## src/design/hsv2rgb_pkg.sv

```systemverilog
// ============================================================================
// hsv2rgb_pkg
// Shared constants, sector codes and inter-stage bundles for the HSV to RGB
// converter pipeline.
// ============================================================================
package hsv2rgb_pkg;

    localparam int unsigned CHAN_W = 8;
    localparam int unsigned PROD_W = 2 * CHAN_W;

    // Width of one hue sector and the full-scale channel value
    localparam logic [CHAN_W-1:0] SECTOR_WIDTH = 8'd43;
    localparam logic [CHAN_W-1:0] FULL_SCALE   = 8'd255;
    localparam logic [CHAN_W-1:0] OFFSET_SCALE = 8'd6;

    // Hue sectors, named by the primaries they span
    typedef enum logic [2:0] {
        SEC_R_Y = 3'd0,
        SEC_Y_G = 3'd1,
        SEC_G_C = 3'd2,
        SEC_C_B = 3'd3,
        SEC_B_M = 3'd4,
        SEC_M_R = 3'd5
    } sector_t;

    // Stage 1 -> stage 2
    typedef struct packed {
        sector_t           sector;
        logic              gray;    // saturation is zero
        logic [CHAN_W-1:0] off;     // scaled offset inside the sector
        logic [CHAN_W-1:0] sat;
        logic [CHAN_W-1:0] val;
        logic [CHAN_W-1:0] p;
    } split_t;

    // Stage 2 -> stage 3
    typedef struct packed {
        sector_t           sector;
        logic              gray;
        logic [CHAN_W-1:0] val;
        logic [CHAN_W-1:0] p;
        logic [CHAN_W-1:0] sf;      // (s * f) >> 8
        logic [CHAN_W-1:0] sg;      // (s * (255 - f)) >> 8
    } shade_t;

    // Output beat
    typedef struct packed {
        logic [CHAN_W-1:0] blue;
        logic [CHAN_W-1:0] green;
        logic [CHAN_W-1:0] red;
    } rgb_t;

endpackage

```

## src/design/hsv2rgb_split.sv

```systemverilog
// ============================================================================
// hsv2rgb_split
// Stage 1: hue sector lookup, scaled sector offset and the p level product.
// ============================================================================
module hsv2rgb_split
(
    input  logic                             clk,
    input  logic                             rst_n,
    input  logic                             in_valid,
    output logic                             in_ready,
    input  logic [hsv2rgb_pkg::CHAN_W-1:0]   hue,
    input  logic [hsv2rgb_pkg::CHAN_W-1:0]   saturation,
    input  logic [hsv2rgb_pkg::CHAN_W-1:0]   brightness,
    output logic                             out_valid,
    input  logic                             out_ready,
    output hsv2rgb_pkg::split_t              out_data
);

    logic                           valid_reg;
    hsv2rgb_pkg::split_t            data_reg;
    hsv2rgb_pkg::split_t            data_next;
    hsv2rgb_pkg::sector_t           sector;
    logic [hsv2rgb_pkg::CHAN_W-1:0] base;
    logic [hsv2rgb_pkg::CHAN_W-1:0] rem;
    logic [hsv2rgb_pkg::CHAN_W-1:0] off;
    logic [hsv2rgb_pkg::PROD_W-1:0] p_prod;

    // Sector by comparison against the sector boundaries
    always_comb
    begin
        priority if (hue < hsv2rgb_pkg::SECTOR_WIDTH)
        begin
            sector = hsv2rgb_pkg::SEC_R_Y;
            base   = 8'd0;
        end
        else if (hue < 8'(2 * hsv2rgb_pkg::SECTOR_WIDTH))
        begin
            sector = hsv2rgb_pkg::SEC_Y_G;
            base   = hsv2rgb_pkg::SECTOR_WIDTH;
        end
        else if (hue < 8'(3 * hsv2rgb_pkg::SECTOR_WIDTH))
        begin
            sector = hsv2rgb_pkg::SEC_G_C;
            base   = 8'(2 * hsv2rgb_pkg::SECTOR_WIDTH);
        end
        else if (hue < 8'(4 * hsv2rgb_pkg::SECTOR_WIDTH))
        begin
            sector = hsv2rgb_pkg::SEC_C_B;
            base   = 8'(3 * hsv2rgb_pkg::SECTOR_WIDTH);
        end
        else if (hue < 8'(5 * hsv2rgb_pkg::SECTOR_WIDTH))
        begin
            sector = hsv2rgb_pkg::SEC_B_M;
            base   = 8'(4 * hsv2rgb_pkg::SECTOR_WIDTH);
        end
        else
        begin
            sector = hsv2rgb_pkg::SEC_M_R;
            base   = 8'(5 * hsv2rgb_pkg::SECTOR_WIDTH);
        end
    end

    // Offset inside the sector, at most 42, scaled by six (fits in 8 bits)
    assign rem    = hue - base;
    assign off    = 8'(rem * hsv2rgb_pkg::OFFSET_SCALE);
    assign p_prod = {8'd0, brightness} * {8'd0, 8'(hsv2rgb_pkg::FULL_SCALE - saturation)};

    always_comb
    begin
        data_next.sector = sector;
        data_next.gray   = (saturation == 8'd0);
        data_next.off    = off;
        data_next.sat    = saturation;
        data_next.val    = brightness;
        data_next.p      = p_prod[hsv2rgb_pkg::PROD_W-1:hsv2rgb_pkg::CHAN_W];
    end

    assign in_ready = !valid_reg || out_ready;

    // Stage register
    always_ff @(posedge clk or negedge rst_n)
    begin
        if (!rst_n)
        begin
            valid_reg <= 1'b0;
        end
        else if (in_ready)
        begin
            valid_reg <= in_valid;
        end
    end

    always_ff @(posedge clk)
    begin
        if (in_ready && in_valid)
        begin
            data_reg <= data_next;
        end
    end

    assign out_valid = valid_reg;
    assign out_data  = data_reg;

endmodule

```

## src/design/hsv2rgb_scale.sv

```systemverilog
// ============================================================================
// hsv2rgb_scale
// Stage 2: saturation times offset and saturation times inverted offset.
// ============================================================================
module hsv2rgb_scale
(
    input  logic                  clk,
    input  logic                  rst_n,
    input  logic                  in_valid,
    output logic                  in_ready,
    input  hsv2rgb_pkg::split_t   in_data,
    output logic                  out_valid,
    input  logic                  out_ready,
    output hsv2rgb_pkg::shade_t   out_data
);

    logic                           valid_reg;
    hsv2rgb_pkg::shade_t            data_reg;
    hsv2rgb_pkg::shade_t            data_next;
    logic [hsv2rgb_pkg::PROD_W-1:0] sf_prod;
    logic [hsv2rgb_pkg::PROD_W-1:0] sg_prod;

    // Two independent 8x8 products
    assign sf_prod = {8'd0, in_data.sat} * {8'd0, in_data.off};
    assign sg_prod = {8'd0, in_data.sat} * {8'd0, 8'(hsv2rgb_pkg::FULL_SCALE - in_data.off)};

    always_comb
    begin
        data_next.sector = in_data.sector;
        data_next.gray   = in_data.gray;
        data_next.val    = in_data.val;
        data_next.p      = in_data.p;
        data_next.sf     = sf_prod[hsv2rgb_pkg::PROD_W-1:hsv2rgb_pkg::CHAN_W];
        data_next.sg     = sg_prod[hsv2rgb_pkg::PROD_W-1:hsv2rgb_pkg::CHAN_W];
    end

    assign in_ready = !valid_reg || out_ready;

    // Stage register
    always_ff @(posedge clk or negedge rst_n)
    begin
        if (!rst_n)
        begin
            valid_reg <= 1'b0;
        end
        else if (in_ready)
        begin
            valid_reg <= in_valid;
        end
    end

    always_ff @(posedge clk)
    begin
        if (in_ready && in_valid)
        begin
            data_reg <= data_next;
        end
    end

    assign out_valid = valid_reg;
    assign out_data  = data_reg;

endmodule

```

## src/design/hsv2rgb_route.sv

```systemverilog
// ============================================================================
// hsv2rgb_route
// Stage 3: q and t level products, per-sector channel routing, gray override
// and the output register.
// ============================================================================
module hsv2rgb_route
(
    input  logic                  clk,
    input  logic                  rst_n,
    input  logic                  in_valid,
    output logic                  in_ready,
    input  hsv2rgb_pkg::shade_t   in_data,
    output logic                  out_valid,
    input  logic                  out_ready,
    output hsv2rgb_pkg::rgb_t     out_data
);

    logic                           valid_reg;
    hsv2rgb_pkg::rgb_t              data_reg;
    hsv2rgb_pkg::rgb_t              data_next;
    logic [hsv2rgb_pkg::PROD_W-1:0] q_prod;
    logic [hsv2rgb_pkg::PROD_W-1:0] t_prod;
    logic [hsv2rgb_pkg::CHAN_W-1:0] q;
    logic [hsv2rgb_pkg::CHAN_W-1:0] t;
    logic [hsv2rgb_pkg::CHAN_W-1:0] v;
    logic [hsv2rgb_pkg::CHAN_W-1:0] p;

    assign q_prod = {8'd0, in_data.val} * {8'd0, 8'(hsv2rgb_pkg::FULL_SCALE - in_data.sf)};
    assign t_prod = {8'd0, in_data.val} * {8'd0, 8'(hsv2rgb_pkg::FULL_SCALE - in_data.sg)};
    assign q      = q_prod[hsv2rgb_pkg::PROD_W-1:hsv2rgb_pkg::CHAN_W];
    assign t      = t_prod[hsv2rgb_pkg::PROD_W-1:hsv2rgb_pkg::CHAN_W];
    assign v      = in_data.val;
    assign p      = in_data.p;

    // Channel routing; gray pixels bypass it, black gray turns white
    always_comb
    begin
        if (in_data.gray)
        begin
            if (v == 8'd0)
            begin
                data_next.red   = hsv2rgb_pkg::FULL_SCALE;
                data_next.green = hsv2rgb_pkg::FULL_SCALE;
                data_next.blue  = hsv2rgb_pkg::FULL_SCALE;
            end
            else
            begin
                data_next.red   = v;
                data_next.green = v;
                data_next.blue  = v;
            end
        end
        else
        begin
            unique case (in_data.sector)
                hsv2rgb_pkg::SEC_R_Y:
                begin
                    data_next.red   = v;
                    data_next.green = t;
                    data_next.blue  = p;
                end
                hsv2rgb_pkg::SEC_Y_G:
                begin
                    data_next.red   = q;
                    data_next.green = v;
                    data_next.blue  = p;
                end
                hsv2rgb_pkg::SEC_G_C:
                begin
                    data_next.red   = p;
                    data_next.green = v;
                    data_next.blue  = t;
                end
                hsv2rgb_pkg::SEC_C_B:
                begin
                    data_next.red   = p;
                    data_next.green = q;
                    data_next.blue  = v;
                end
                hsv2rgb_pkg::SEC_B_M:
                begin
                    data_next.red   = t;
                    data_next.green = p;
                    data_next.blue  = v;
                end
                default:
                begin
                    data_next.red   = v;
                    data_next.green = p;
                    data_next.blue  = q;
                end
            endcase
        end
    end

    assign in_ready = !valid_reg || out_ready;

    // Output register
    always_ff @(posedge clk or negedge rst_n)
    begin
        if (!rst_n)
        begin
            valid_reg <= 1'b0;
        end
        else if (in_ready)
        begin
            valid_reg <= in_valid;
        end
    end

    always_ff @(posedge clk)
    begin
        if (in_ready && in_valid)
        begin
            data_reg <= data_next;
        end
    end

    assign out_valid = valid_reg;
    assign out_data  = data_reg;

`ifndef SYNTH
    // Stage only refuses a beat while holding one
    a_stall_holds: assert property (@(posedge clk) disable iff (!rst_n)
        !in_ready |-> valid_reg)
        else $error("route stage stalled while empty");

    // Black gray input becomes white
    a_gray_black: assert property (@(posedge clk) disable iff (!rst_n)
        (in_ready && in_valid && in_data.gray && in_data.val == 8'd0)
        |=> (data_reg.red == hsv2rgb_pkg::FULL_SCALE
             && data_reg.green == hsv2rgb_pkg::FULL_SCALE
             && data_reg.blue == hsv2rgb_pkg::FULL_SCALE))
        else $error("black gray pixel not white");

    // Gray input gives equal channels
    a_gray_equal: assert property (@(posedge clk) disable iff (!rst_n)
        (in_ready && in_valid && in_data.gray)
        |=> (data_reg.red == data_reg.green && data_reg.green == data_reg.blue))
        else $error("gray pixel with unequal channels");

    // Red-yellow sector keeps brightness on red
    a_sector0_red: assert property (@(posedge clk) disable iff (!rst_n)
        (in_ready && in_valid && !in_data.gray && in_data.sector == hsv2rgb_pkg::SEC_R_Y)
        |=> (data_reg.red == $past(in_data.val)))
        else $error("red channel not brightness in first sector");
`endif

endmodule

```

## src/design/hsv_to_rgb_converter.sv

```systemverilog
// ============================================================================
// hsv_to_rgb_converter
// Integer six-sector HSV to RGB pixel converter, three-stage pipeline.
// ============================================================================
// Usage:
//   Slave stream s_* carries one HSV pixel per beat; master stream m_*
//   carries the matching RGB pixel. Both use tvalid/tready; a beat moves
//   when both are high. Pixels leave in the order they arrive.
//   Pipeline: an accepted pixel is registered in each stage in turn (sector/offset
//   and p product, s*f and s*(255-f) products, q/t products with channel
//   routing into the output register) before it is presented on m_tvalid
//   and can leave.
//   Throughput: one pixel per clock while m_tready is high; each stage holds
//   one 8x8 multiply level; a stage register not stalled takes a new beat each cycle.
//   Stall: while m_tready is low, the output register holds its pixel and
//   upstream stages keep filling until all three are occupied; only then
//   does s_tready drop. Nothing is lost or repeated.
//   Reset: rst_n clears all stage valid bits; the block is empty and ready
//   once reset is released. There is no configuration.
// ============================================================================
module hsv_to_rgb_converter
(
    input  logic        clk,
    input  logic        rst_n,
    input  logic        s_tvalid,
    output logic        s_tready,
    input  logic [23:0] s_tdata,   // [7:0] hue, [15:8] saturation, [23:16] brightness
    output logic        m_tvalid,
    input  logic        m_tready,
    output logic [23:0] m_tdata    // [7:0] red, [15:8] green, [23:16] blue
);

    logic                v1;
    logic                r2;
    hsv2rgb_pkg::split_t d1;
    logic                v2;
    logic                r3;
    hsv2rgb_pkg::shade_t d2;
    hsv2rgb_pkg::rgb_t   rgb;

    hsv2rgb_split u_split
    (
        .clk        (clk),
        .rst_n      (rst_n),
        .in_valid   (s_tvalid),
        .in_ready   (s_tready),
        .hue        (s_tdata[7:0]),
        .saturation (s_tdata[15:8]),
        .brightness (s_tdata[23:16]),
        .out_valid  (v1),
        .out_ready  (r2),
        .out_data   (d1)
    );

    hsv2rgb_scale u_scale
    (
        .clk       (clk),
        .rst_n     (rst_n),
        .in_valid  (v1),
        .in_ready  (r2),
        .in_data   (d1),
        .out_valid (v2),
        .out_ready (r3),
        .out_data  (d2)
    );

    hsv2rgb_route u_route
    (
        .clk       (clk),
        .rst_n     (rst_n),
        .in_valid  (v2),
        .in_ready  (r3),
        .in_data   (d2),
        .out_valid (m_tvalid),
        .out_ready (m_tready),
        .out_data  (rgb)
    );

    assign m_tdata = {rgb.blue, rgb.green, rgb.red};

endmodule
```

## config.mk

```make
export PLATFORM = sky130hd
export DESIGN_NAME = hsv_to_rgb_converter
export DESIGN_NICKNAME = d
export VERILOG_FILES = /design/src/design/hsv2rgb_pkg.sv /design/src/design/hsv2rgb_split.sv /design/src/design/hsv2rgb_scale.sv /design/src/design/hsv2rgb_route.sv /design/src/design/hsv_to_rgb_converter.sv
export SDC_FILE = /design/constraint.sdc
export NUM_CORES = 1
export LEC_CHECK = 0
export BUFFER_PORTS_ARGS = -buffer_cell sky130_fd_sc_hd__buf_2
export CORE_MARGIN = 2
export CORE_UTILIZATION = 38
export CTS_BUF_LIST = sky130_fd_sc_hd__clkbuf_8
export CTS_CLUSTER_DIAMETER = 30
export DETAILED_ROUTE_END_ITERATION = 10
export PLACE_DENSITY = 0.57
export SLEW_MARGIN = 20
export SYNTH_ARGS = -nofsm -noshare
export SYNTH_HDL_FRONTEND = slang
export SYNTH_SLANG_ARGS = --single-unit
```

## constraint.sdc

```tcl
create_clock -name clk -period 8.1 [get_ports clk]
set_clock_uncertainty 0.1 [all_clocks]
set_input_delay 2.43 -clock clk [delete_from_list [all_inputs] [get_ports clk]]
set_output_delay 2.43 -clock clk [all_outputs]
set_load 0.02 [all_outputs]
```

### Word-level counts from Yosys, hierarchy flattened

Cells that the tools add are included.

| word-level totals | value |
|---|---|
| bits in registers | 98 |
| bits of input ports | 28 |
| output and inout bits | 26 |
| logic and storage cells | 66 |

| cells by class | value |
|---|---|
| $add $sub $neg | 5 |
| multipliers | 6 |
| $lt $le $gt $ge | 5 |
| eq/ne operators | 4 |
| multiplexer cells | 12 |
| reduce and logical (&&, ||, !) cells | 14 |

Operators by type and width:

| cell | count |
|---|---|
| $pmux W24 S5 | 1 |
| $mul A8 B8 Y16 | 4 |
| $mux W24 | 2 |
| $mux W8 | 4 |
| $sub A8 B8 Y8 const A | 4 |
| $lt A8 B8 Y1 const B | 3 |
| $logic_not A8 Y1 | 2 |
| $mul A8 B7 Y15 | 1 |
| $lt A8 B6 Y1 const B | 1 |
| $lt A8 B7 Y1 const B | 1 |
| $mul A8 B2 Y7 const B | 1 |
| $sub A8 B8 Y8 | 1 |
| $mux W7 | 1 |
| $eq A3 B2 Y1 const B | 2 |
| $mux W2 | 2 |
| $reduce_or A4 Y1 | 1 |
| $eq A3 B1 Y1 const B | 1 |
| $eq A3 B3 Y1 const B | 1 |
| $logic_and A1 B1 Y1 | 3 |
| $logic_not A1 Y1 | 3 |
| $logic_not A3 Y1 | 1 |
| $logic_or A1 B1 Y1 | 3 |
| $mux W1 | 2 |
| $reduce_or A2 Y1 | 1 |

### Longest topological paths before layout

Gate-level depths: netlist of the first run.

| logic depth | value |
|---|---|
| depth after elaboration | 8 |
| gate-level depth with buffers | 21 |
| gate-level depth less buffers | 21 |

### Cells and area by module

Synthesis of the first run repeated with hierarchy kept, for this count alone.

| second synthesis, totals | value |
|---|---|
| cell total of the unflattened synthesis | 1478 |
| area, all modules | 14541.4 µm² |

Modules (own cells, without submodules):

| module | times used | cells an instance | area an instance (µm²) | sequential area each (µm²) |
|---|---|---|---|---|
| hsv2rgb_route | 1 | 634 | 5669.2 | 745.7 |
| hsv2rgb_scale | 1 | 493 | 5121.2 | 1106.1 |
| hsv2rgb_split | 1 | 351 | 3751.1 | 1076.0 |

### Worst setup path before layout of the first run

Ideal clock, no wire load.

| timing path | value |
|---|---|
| path kind | input to register |
| start | in s_tdata[19] |
| end | reg u_split.data_reg, in the netlist u_split.out_data[7], data pin |
| library setup time | 260 ps |
| arrival | 5816 ps |
| required time | 7740 ps |
| slack | 1925 ps |
| cell stages on the path | 14 |
| path buffers | 0 |
| path through | nor2b_1 -> fa_1 -> fa_1 -> inv_1 -> fa_1 -> inv_1 -> fa_1 -> ha_1 -> a21o_1 -> a21oi_1 -> o211ai_1 -> a31o_2 -> a21oi_1 -> xnor2_1 |

RTL lines:

| item | RTL line | text |
|---|---|---|
| start, declared | hsv_to_rgb_converter.sv:27 | `input logic [23:0] s_tdata,` |
| end signal, assigned | hsv2rgb_split.sv:97 | `data_reg <= data_next;` |
| end, declared | hsv2rgb_split.sv:20 | `hsv2rgb_pkg::split_t data_reg;` |

==> results of run 1 <==
==> layout make-up <==
class                           instances  area (um2)
Clock buffer                            9       123.9
Clock inverter                          7       70.07
Fill cell                            3538       20950
Inverter                              224       840.8
Multi-Input combinational cell       1033        9844
Sequential cell                        98        2928
Tap cell                              461       576.8
Timing Repair Buffer                   60       317.8
==> through the flow <==
stage,setup slack (ps),cell area [um2]
after floorplan,1925,13770
after global placement,1434,14510
after detailed placement,1376,14510
after CTS,1795,14700
after global routing,1662,14700
final,1811,14700
==> worst paths after layout <==
check	from	endpoint	slack, ps	cells after the start
setup / recovery	s_tdata[19]	u_split.out_data[7]$_DFFE_PP_	1810	15
min in group asynchronous	rst_n	u_route.out_valid$_DFFE_PN0P_	1730	1
hold / removal	u_split.out_data[13]$_DFFE_PP_	u_scale.out_data[29]$_DFFE_PP_	330	0
max in group asynchronous	rst_n	u_split.out_valid$_DFFE_PN0N_	6070	1
hold reg to reg	u_split.out_data[13]$_DFFE_PP_	u_scale.out_data[29]$_DFFE_PP_	330	0
setup reg to reg	u_scale.out_data[25]$_DFFE_PP_	u_route.out_data[2]$_DFFE_PP_	2070	16
==> flip-flops by register name, indices dropped and copies added (netlist names) <==
register,flops
u_scale.out_data,36
u_route.out_valid,1
u_split.out_data,35
u_scale.out_valid,1
u_split.out_valid,1
u_route.out_data,24
==> critical path: cells and delay by family <==
kind	cells	cell delay, ps
AOI/OAI and AO/OA	5	1230
and+or+nand+nor	1	160
xor gates and xnor gates	1	80
buffers and inverters	3	260
adders and majority gates	5	2180
==> cell families after synthesis <==
| logic type | share of synthesized area |
|---|---|
| simple gates | 0.1842 |
| fa+ha+maj | 0.4052 |
| buf+inv | 0.07260 |
| compound gates | 0.09150 |
| flops | 0.2126 |
| xor+xnor | 0.03162 |
| mux | 0.002271 |
==> cell usage in the layout, fill, tap and decap left out, types with 4 or more instances in the layout <==
| cell type | Yosys | layout |
|---|---|---|
| a21o_1 | 11 | 11 |
| a21oi_1 | 46 | 46 |
| a221oi_1 | 4 | 4 |
| a22o_1 | 6 | 6 |
| a22oi_1 | 4 | 4 |
| a31oi_1 | 6 | 6 |
| and2_1 | 32 | 31 |
| and3_1 | 4 | 4 |
| buf_2 | 1 | 53 |
| buf_4 | 0 | 7 |
| clkbuf_8 | 0 | 9 |
| edfxtp_1 | 95 | 95 |
| fa_1 | 170 | 170 |
| ha_1 | 174 | 174 |
| inv_1 | 224 | 224 |
| nand2_1 | 58 | 58 |
| nand2b_1 | 93 | 93 |
| nand3_1 | 9 | 9 |
| nor2_1 | 82 | 82 |
| nor2b_1 | 144 | 144 |
| nor3_1 | 13 | 13 |
| o21a_1 | 7 | 7 |
| o21ai_0 | 35 | 35 |
| o21bai_1 | 5 | 5 |
| o221ai_1 | 5 | 5 |
| o22ai_1 | 6 | 6 |
| o31ai_1 | 4 | 4 |
| or4_1 | 4 | 4 |
| xnor2_1 | 32 | 32 |
| xor2_1 | 14 | 14 |
==> layer usage <==
layer	routed length, um	share of wire
met1	14050	0.47
met2	14280	0.48
met3	1127	0.038
met4	274	0.0092
met5	0	0
==> results.py, run 1 <==
metrics = {
    "place": {
        "gp_congestion": 0.8656,
        "numPortBuffers": 53,
        "placed_cells": 1876,
        "dp_hpwl_um": 22980,
    },
    "yosys": {
        "synth_top_area_share": 0.2471,
        "synth.most_common_cell": "inv_1",
        "ys_top_cells_by_area": "fa_1 (25%), edfxtp_1 (21%), ha_1 (16%)",
        "synth_area_um2": 13770,
        "synth.distinct_cells": 74,
        "yosys_warnings": 0,
        "ys_seq_elements": 98,
        "syn_avg_cell_area_um2": 9.857,
        "synth_fp_nets": 1769,
        "synth_commonest_cells": "inv_1 (224), ha_1 (174), fa_1 (170)",
        "async_flop_share": 0.03061,
        "yosysTopAreaCell": "fa_1",
        "synth-edff-count": 95,
        "syn-instance-count": 1397,
        "synthFlopType": "edfxtp_1",
        "ys_seq_area_frac": 0.2126,
    },
    "timing": {
        "fin_worst_hold_slack_ps": 326.7,
        "finalHoldViolations": 0,
        "setup_viol": 0,
        "slew_viol_final": 0,
        "final.period_utilization": 0.7764,
        "rsz0062_at_grt": "false",
        "layout_min_cycle_time_ps": 6289,
        "slew_headroom": 0.3411,
        "tns_ps": 0,
        "fmax_ghz": 0.1590,
        "tightest_slew_ps": 988.4,
    },
    "floorplan": {
        "coreArea_um2": 35660,
        "rows": 69,
        "io_pins": 54,
        "initial_utilization": 0.3862,
        "die_w_um": 194.4,
        "die-area_um2": 37780,
        "chipHeight_um": 194.4,
    },
    "outcome": {
        "run_status": "finished clean",
    },
    "critical_path": {
        "critPathKind": "input port to flop",
        "critPathMostFrequentCell": "fa_1",
        "worst-endpoint-arrival_ps": 6330,
        "critical_path_required_ps": 8140,
        "end_kind": "flop",
        "cpPeakStageDelay_ps": 530,
        "path_cells": "buf_2 > nor2b_1 > fa_1 > fa_1 > inv_1 > fa_1 > inv_1 > fa_1 > ha_1 > a21o_1 > a21oi_1 > o211ai_1 > a31o_2 > a21oi_1 > xnor2_1",
        "crit_slowest_cell": "fa_1",
        "crit_fanout": 9,
        "crit_path_start_kind": "input port",
    },
    "clocking": {
        "cts.repair.resized": 0,
        "clockBufferDepth": 2,
        "cts_tree": "built",
        "cts-htree-levels": 3,
        "cts_hold_buffers": 0,
        "post-cts-setup-buffer-count": 0,
        "clk_pin_slew_ps": 110,
        "clk_latency_ps": 380,
        "cts_buffers": 9,
        "clock-root-buffer": "clkbuf_8",
        "clock-sinks": 98,
    },
    "global_routing": {
        "grt_pass1_wl_um": 50630,
        "met2_usage": 0.2767,
        "grtUsageMet1": 0.2330,
        "grtUsageTotal": 0.1650,
        "globalRouteOverflowTotal": 0,
        "grt_max_degree": 37,
        "grt_pass1_vias": 9869,
        "grt-busiest-layer": "met2",
        "grt_antenna_before_repair": 0,
        "grt_use_met3": 0.01683,
    },
    "routing": {
        "ant_nets": 0,
        "vias": 9641,
        "drc": 0,
        "viasPerCell": 5.096,
        "dr.pass1.iters": 7,
        "drt-initial-drc-count": 628,
        "wl_um": 29730,
        "wl_per_cell_um": 15.71,
    },
    "job": {
        "drv_cap": 0,
    },
    "cells_and_area": {
        "syn2layout_area_growth_pct": 6.760,
        "final_util": 0.4123,
        "finalNonFillerCells": 1892,
        "insertedDiodeCount": 0,
        "drive_gt1_frac": 0.06778,
        "layout.nets": 1798,
    },
    "hold_path": {
        "hp-class": "flop to flop",
    },
}
Power of run 1 is not shown: default switching activity piles up to over one toggle a cycle in this logic, so the estimate is an artifact.
==> run 2: changes to the inputs <==
Settings changed: ABC_AREA from default to 1.
Clock period 8.1 ns to 5.8 ns, I/O delays scaled along.
==> results.py, run 2 <==
metrics = {
    "clocking": {
        "cts-htree-levels": 3,
        "cts.repair.resized": 0,
        "clock-sinks": 98,
        "clk_pin_slew_ps": 90,
        "clk_latency_ps": 400,
        "clockBufferDepth": 2,
        "post-cts-setup-buffer-count": 0,
        "cts_hold_buffers": 0,
        "cts_tree": "built",
        "clock-root-buffer": "clkbuf_8",
        "cts_buffers": 9,
    },
    "critical_path": {
        "crit_path_start_kind": "input port",
        "path_cells": "buf_2 > inv_1 > nand2_1 > fa_1 > fa_1 > inv_1 > fa_1 > inv_1 > fa_1 > inv_1 > ha_1 > nand2_1 > inv_1 > a221oi_1 > o21ai_2 > nand3_1 > nand2_1 > nand2_1 > nand2_1 > nand2_1 > nand2_1",
        "critPathBufInv": 6,
        "critPathKind": "input port to flop",
        "end_kind": "flop",
        "timing.rr.start": "u_scale.out_data[28]$_DFFE_PP_",
        "startpoint": "s_tdata[10]",
        "crit_fanout": 4,
        "critPathMostFrequentCell": "nand2_1",
        "cp_top_family": "adder cells",
        "cpPeakStageDelay_ps": 560,
        "worst-endpoint-arrival_ps": 5490,
        "critical_path_required_ps": 5860,
        "crit_slowest_cell": "fa_1",
    },
    "timing": {
        "final.period_utilization": 0.9360,
        "finalHoldViolations": 0,
        "setup_viol": 0,
        "worst_slack_ps": 371.0,
        "tns_ps": 0,
        "fin_worst_hold_slack_ps": 325.6,
        "slew_viol_final": 0,
        "slew_headroom": 0.5533,
        "fmax_ghz": 0.1842,
        "tightest_slew_ps": 669.3,
        "layout_min_cycle_time_ps": 5429,
        "rsz0062_at_grt": "false",
    },
    "place": {
        "gp_congestion": 0.9076,
        "numPortBuffers": 53,
        "place_ws_ps": -36.99,
        "dp_hpwl_um": 28230,
    },
    "floorplan": {
        "initial_utilization": 0.3863,
        "coreArea_um2": 36700,
        "io_pins": 54,
        "rows": 70,
        "die_w_um": 197.1,
        "die-area_um2": 38860,
        "chipHeight_um": 197.1,
    },
    "hold_path": {
        "hp-class": "flop to flop",
        "worstHoldStart": "u_split.out_data[4]$_DFFE_PP_",
    },
    "routing": {
        "ant_nets": 0,
        "wl_um": 34570,
        "drt-initial-drc-count": 632,
        "wl_met2_um": 16790,
        "dr_wl_met3_um": 1569,
        "drc": 0,
        "met1_length_um": 15720,
        "topRoutingLayerUsed": "met4",
        "vias": 11174,
        "wl_per_cell_um": 15.41,
        "dr.pass1.iters": 5,
        "viasPerCell": 4.982,
    },
    "global_routing": {
        "globalRouteOverflowTotal": 0,
        "grt_max_degree": 37,
        "grt_pass1_wl_um": 59160,
        "grt_antenna_before_repair": 0,
        "grt_pass1_vias": 11933,
        "grtUsageTotal": 0.1911,
    },
    "job": {
        "drv_cap": 0,
    },
    "outcome": {
        "run_status": "finished clean",
    },
    "yosys": {
        "synth_commonest_cells": "nand2_1 (352), inv_1 (350), nor2_1 (189)",
        "synth_area_um2": 14170,
        "async_flop_share": 0.03061,
        "synth_fp_nets": 2088,
        "syn_avg_cell_area_um2": 8.260,
        "yosysTopAreaCell": "fa_1",
        "ys_seq_area_frac": 0.2065,
        "ys_seq_elements": 98,
        "synth-edff-count": 95,
        "syn-instance-count": 1716,
        "synthFlopType": "edfxtp_1",
        "ys_top_cells_by_area": "fa_1 (24%), edfxtp_1 (20%), ha_1 (15%)",
        "synth.distinct_cells": 47,
        "synth.most_common_cell": "nand2_1",
        "synth_top_area_share": 0.2401,
        "yosys_warnings": 0,
    },
    "cells_and_area": {
        "syn2layout_area_growth_pct": 7.953,
        "final_util": 0.4170,
        "layout.nets": 2142,
        "final_common_cell": "nand2_1",
        "fillers": 3697,
        "largest_reg_flops": 36,
        "drive_gt1_frac": 0.08789,
        "mostFrequentLayoutCells": "nand2_1 (352), inv_1 (351), nor2_1 (189)",
        "insertedDiodeCount": 0,
    },
}
==> run 2: changes by cell type after synthesis, sizes merged, moves of 85 or more <==
| cell | delta |
|---|---|
| inv | +133 |
| nor2b | -144 |
| nor2 | +115 |
| nand2 | +308 |
| nand2b | -93 |
| nand3 | +85 |
==> run 2: logic make-up (layout without fill, tap and decap cells) <==
family / after synthesis / after routing / synth area share
flops: 98 / 98 / 0.2065
simple gates: 702 / 702 / 0.2094
fa+ha+maj: 344 / 344 / 0.3937
xor+xnor: 35 / 35 / 0.02322
buf+inv: 398 / 457 / 0.1070
compound gates: 139 / 139 / 0.06020
==> run 2: final cells by class <==
| type | instances | area (um2) | share of cell area |
|---|---|---|---|
| well taps | 468 | 585.6 | 0.03827 |
| multi-input cells | 1220 | 9734 | 0.6361 |
| repair buffers | 84 | 498.0 | 0.03254 |
| flip-flops and latches | 98 | 2928 | 0.1913 |
| clock inverters | 7 | 92.59 | 0.006051 |
| clock buffers | 9 | 123.9 | 0.008095 |
| inverters | 357 | 1340 | 0.08757 |
==> run 2: final timing paths <==
path	slack (ps)	end	cells past startpoint
setup / recovery	370	u_split.out_data[5]$_DFFE_PP_	21
setup reg to reg	460	u_route.out_data[4]$_DFFE_PP_	16
hold / removal	330	u_scale.out_data[20]$_DFFE_PP_	0
min in group asynchronous	1030	u_route.out_valid$_DFFE_PN0P_	1
max in group asynchronous	4470	u_scale.out_valid$_DFFE_PN0P_	1
hold reg to reg	330	u_scale.out_data[20]$_DFFE_PP_	0
==> run 2: layer usage <==
| metal | track usage | up-vias |
|---|---|---|
| li1 | - | 5474 |
| met1 | 0.2464 | 5436 |
| met2 | 0.3401 | 237 |
| met3 | 0.02595 | 27 |
| met4 | 0.04456 | 0 |
| met5 | 0 | - |
==> run 2: stage by stage <==
step                instances  instance area [um2]
floorplan                1716                14170
global placement         2227                15090
detailed placement       2227                15090
CTS                      2243                15300
global route             2243                15300
finish                   2243                15300
==> run 2: worst reg2reg max path, cell delays in order, from the launching register on <==
cell and delay, ps:
edfxtp_1 560, inv_1 400, or2_2 420, fa_1 480, fa_1 500, inv_1 60, fa_1 500, fa_1 530
ha_1 370, a21oi_1 310, o21ai_0 160, nand2_1 120, nand4_1 180, nand3_1 140, nand3_1 80, o21ai_1 130
nand2_1 80
Power of run 2 is left out for the same reason.
